<file path="src/rtl/gmdt_pkg.sv">
// Shared constants and types for the greedy minimum-distance point thinning block.
// No dependencies; every other rtl file imports this package.
package gmdt_pkg;

    localparam int DEF_MAX_KEPT   = 1024;
    localparam int DEF_COORD_BITS = 24;

    localparam int MIN_DIST_W     = 25;
    localparam int LIMIT_W        = 2 * MIN_DIST_W;
    localparam int TOTAL_W        = 11;
    localparam int INFLIGHT_W     = 3;

    localparam logic [MIN_DIST_W-1:0] MIN_DIST_RESET = MIN_DIST_W'(1);

    typedef enum logic [1:0] {
        ST_IDLE,
        ST_SCAN,
        ST_DRAIN,
        ST_DONE
    } gmdt_state_t;

endpackage

</file>
<file path="src/rtl/gmdt_dist.sv">
// Three-stage squared-distance pipeline: difference magnitudes, squares, then
// sum and compare against the squared minimum distance. Depends on gmdt_pkg.
module gmdt_dist
    import gmdt_pkg::*;
#(
    parameter int COORD_BITS = DEF_COORD_BITS
)
(
    input  logic                         clk,
    input  logic                         rst_n,
    input  logic signed [COORD_BITS-1:0] px,
    input  logic signed [COORD_BITS-1:0] py,
    input  logic        [LIMIT_W-1:0]    limit,
    input  logic                         sample_valid,
    input  logic signed [COORD_BITS-1:0] sx,
    input  logic signed [COORD_BITS-1:0] sy,
    output logic                         hit_valid,
    output logic                         hit
);

    localparam int DW   = COORD_BITS + 1;
    localparam int SQW  = 2 * DW;
    localparam int SUMW = SQW + 1;
    localparam int CMPW = (SUMW > LIMIT_W) ? SUMW : LIMIT_W;

    logic signed [DW-1:0]   dx;
    logic signed [DW-1:0]   dy;
    logic        [DW-1:0]   mag_x_reg;
    logic        [DW-1:0]   mag_y_reg;
    logic        [SQW-1:0]  sq_x_reg;
    logic        [SQW-1:0]  sq_y_reg;
    logic        [SUMW-1:0] sum;
    logic                   v1_reg;
    logic                   v2_reg;
    logic                   v3_reg;
    logic                   hit_reg;

    assign dx  = DW'(px) - DW'(sx);
    assign dy  = DW'(py) - DW'(sy);
    assign sum = SUMW'(sq_x_reg) + SUMW'(sq_y_reg);

    always_ff @(posedge clk)
    begin
        mag_x_reg <= dx[DW-1] ? DW'(-dx) : DW'(dx);
        mag_y_reg <= dy[DW-1] ? DW'(-dy) : DW'(dy);
        sq_x_reg  <= SQW'(mag_x_reg) * SQW'(mag_x_reg);
        sq_y_reg  <= SQW'(mag_y_reg) * SQW'(mag_y_reg);
        hit_reg   <= CMPW'(sum) < CMPW'(limit);
    end

    always_ff @(posedge clk or negedge rst_n)
    begin
        if (!rst_n)
        begin
            v1_reg <= 1'b0;
            v2_reg <= 1'b0;
            v3_reg <= 1'b0;
        end
        else
        begin
            v1_reg <= sample_valid;
            v2_reg <= v1_reg;
            v3_reg <= v2_reg;
        end
    end

    assign hit_valid = v3_reg;
    assign hit       = hit_reg;

endmodule

</file>
<file path="config.mk">
export PLATFORM = sky130hd
export DESIGN_NAME = gmdt_dist
export DESIGN_NICKNAME = d
export VERILOG_FILES = /design/src/rtl/gmdt_pkg.sv /design/src/rtl/gmdt_dist.sv
export SDC_FILE = /design/constraint.sdc
export NUM_CORES = 2
export LEC_CHECK = 0
export BUFFER_PORTS_ARGS = -buffer_cell sky130_fd_sc_hd__buf_4
export CORE_MARGIN = 4
export CORE_UTILIZATION = 37
export CTS_BUF_LIST = sky130_fd_sc_hd__clkbuf_4 sky130_fd_sc_hd__clkbuf_8 sky130_fd_sc_hd__clkbuf_16
export DETAILED_ROUTE_END_ITERATION = 10
export PLACE_DENSITY = 0.6
export SLEW_MARGIN = 5
export SYNTH_ARGS = -nofsm -noshare
export SYNTH_HDL_FRONTEND = slang
export SYNTH_SLANG_ARGS = --single-unit
</file>
<file path="constraint.sdc">
create_clock -name clk -period 10.96 [get_ports clk]
set_input_delay 0.548 -clock clk [delete_from_list [all_inputs] [get_ports clk]]
set_output_delay 0.548 -clock clk [all_outputs]
set_load 0.01 [all_outputs]
</file>
==> results by group <==
Setup path
  – Worst Path Class, Setup: reg2reg
  – Reg-to-Reg Start: mag_x_reg[1]$_DFF_P_
  – Worst R2R Path Depth: 25
  – Startpoint Class: register
  – Worst Path Arrival: 8740 ps
  – Critical path peak fanout: 28
  – WP buf/inv: 6
  – Reg-to-reg endpoint: sq_x_reg[48]$_DFF_P_
  – CP peak stage delay: 1130 ps
  – CP max-delay cell: dfxtp_1
  – Crit path required time: 11,320 ps
  – Crit path max-delay family: adder cells
  – Reg-to-reg slack, setup: 2580 ps
  – Top cell by count, worst path: fa_1
  – Worst setup EP type: register

Clock tree
  – Clk slew on worst S/H paths: 70 ps
  – Post-CTS Setup Bufs: 0
  – CTS Buf Count: 17
  – H-tree Lvls: 4
  – CTS root buf: clkbuf_16
  – Clock latency on the worst-skew pair: 480 ps
  – CTS tree: built
  – Clock Tree Buf Depth: 2
  – Clock sinks: 152

STA
  – Fin. max-slew vios: 0
  – Final hold vios: 0
  – Hold Slack: 177 ps
  – Unrepaired setup endpoints after global routing: no
  – Endpoints failing setup: 0
  – Final Worst Setup Slack: 2580 ps
  – Max Freq: 119 MHz
  – Worst slew margin: 11.6%
  – Final Cycle Share: 76.5%
  – Layout Skew: 18.0 ps
  – TNS Setup: 0 ps
  – Min cycle time layout: 8380 ps
  – Worst-Margin Slew: 1320 ps

Global routing
  – First-pass GRT wire length: 181,000 um
  – GR Util All Layers: 17.1%
  – Initial antenna violation count: 2
  – Pin count of the biggest net entering global routing: 30
  – Vias in the first global route: 35,989
  – Global route overflow: 0

Floorplanning
  – Die ar.: 130,000 um2
  – Initial core utilization: 37.3%
  – Die width: 361 um
  – FP Rows: 129
  – I/O pins: 151
  – Core area: 124,000 um2
  – Die H: 361 um

Route
  – Via/cell ratio: 4.84
  – Final wirelength: 108,000 um
  – Via count: 33,309
  – DRT Pass-1 Iters: 6
  – Post-route ant nets: 0
  – Drt drc: 0
  – Initial DRC count: 1,760
  – Wire per inst: 15.6 um

Logic synthesis
  – Syn Area/Cell: 8.92 um2
  – Post-synth top area share: 40.6%
  – Post-synthesis async set-or-reset flop share: 1.97%
  – Synth Warn #: 0
  – Area leader, netlist: fa_1
  – Post-Syn Instances: 5,168
  – Number of synthesized flops with an enable pin: 0
  – Synth Flop Type: dfxtp_1
  – Post-Syn Area: 46,100 um2
  – Area contributors post-synth: fa_1 41%, ha_1 14%, inv_1 12%
  – Sequential share of the synthesized area: 6.64%
  – Synthesis-stage register bit count: 152
  – Distinct cell type count after synthesis: 98
  – Mapped Nets: 6,774

Min path
  – Hold wc startpoint: sample_valid
  – Hold Path Cell Cnt: 1
  – Worst Hold End: v1_reg$_DFF_PN0_
  – Worst hold path class: in2reg

Cells and area
  – Synth-to-Final Area Change: 7.48%
  – Fraction of layout cells with a size suffix above 1: 5.53%
  – FILL cells: 12,471
  – # nets final: 6,839
  – Fin util: 40.1%
  – Commonest cells after routing, fill and taps aside: 1,484 x inv_1, 934 x fa_1, 523 x ha_1, 408 x nand2_1, 245 x and2_1
  – Commonest non-fill, non-tap cell in the layout: inv_1
  – Ant diodes: 0

Placed design
  – Place WS: 2690 ps
  – RD Place Congestion: 0.896
  – I/O Buffers: 150
  – HPWL after detailed placement: 91,000 um

Outcome
  – Status: finished, final reports clean

Run
  – Max Cap Violations: 0
layout make-up:
cell class              instances  area (um2)  area share [%]
multi-input cells            3391       36900            74.5
clock buffers                  19         447           0.902
clock inverters                13         110           0.222
repair buffers                186        1400            2.82
inverters                    1485        5570            11.3
well taps                    1637        2050            4.14
flip-flops and latches        152        3060            6.17
routing by layer:
metal / share of wire, % / wire, um / up-vias / GRT usage (%)
met2: 49 / 52700 / 662 / 29.4
met4: 2.4 / 2550 / 0 / 4.49
met3: 5.2 / 5560 / 138 / 2.60
met1: 43 / 46800 / 16764 / 22.4
li1: - / - / 15745 / -
met5: 0 / 0 / - / 0
cell usage after synthesis (all sizes together) (9+ instances only):
library cell and number:
o21ai 116, nand3 48, ha 523, or2 11
o21bai 32, a21o 104, o211ai 10, xor2 73
and2 246, fa 934, o21a 26, a31oi 23
nand2b 20, nor2 174, inv 1485, a21oi 197
a221oi 9, nand4 29, nor3 32, o31ai 10
dfxtp 149, buf 10, or3 10, and3 24
xnor2 153, nor2b 33, a41oi 9, clkbuf 130
nand2 408, a211oi 23
stage by stage:
stage	area, um2	instances
floorplan	46100	5168
global placement	49000	6850
detailed placement	49000	6850
CTS	49500	6883
global route	49500	6883
finish	49500	6883
worst reg2reg max path, delay by kind of cell, from the launching register on:
kind / cells / cell delay (ps)
buffers and inverters: 6 / 350
AND/OR/NAND/NOR: 5 / 1240
adder cells (fa/ha/maj): 8 / 3890
flip-flops: 1 / 1130
AO/OA/AOI/OAI: 5 / 1430
multiplexers: 1 / 200
worst max path at each step:
stage,startpoint,to,slack (ps),cells past startpoint
global route,mag_x_reg[1]$_DFF_P_,sq_x_reg[48]$_DFF_P_,2100,25
floorplan,mag_x_reg[3]$_DFF_P_,sq_x_reg[49]$_DFF_P_,3940,28
CTS,mag_x_reg[1]$_DFF_P_,sq_x_reg[48]$_DFF_P_,2630,25
global placement,mag_y_reg[12]$_DFF_P_,sq_y_reg[47]$_DFF_P_,2780,26
finish,mag_x_reg[1]$_DFF_P_,sq_x_reg[48]$_DFF_P_,2580,25
detailed placement,mag_x_reg[1]$_DFF_P_,sq_x_reg[48]$_DFF_P_,2690,24
cell families (layout without fill, tap and decap cells):
group	after synthesis	count (layout)	share of synthesized area [%]
mux	9	9	0.206
flops	152	152	6.64
compound gates	629	629	9.23
fa+ha+maj	1457	1457	54.8
buf+inv	1625	1703	13.3
xor+xnor	226	226	4.31
simple gates	1070	1070	11.5
what timing repair did:
item / 4_1_cts / 5_1_grt
gates resized for setup: 0 / 0
endpoints found under the hold margin: 3 / 0
endpoints found under the setup margin: 0 / 0
hold buffers: 1 / 0
Power is left out: the tool's default activity adds up to more than one toggle a clock period on the data nets, which glitch-free logic cannot reach.
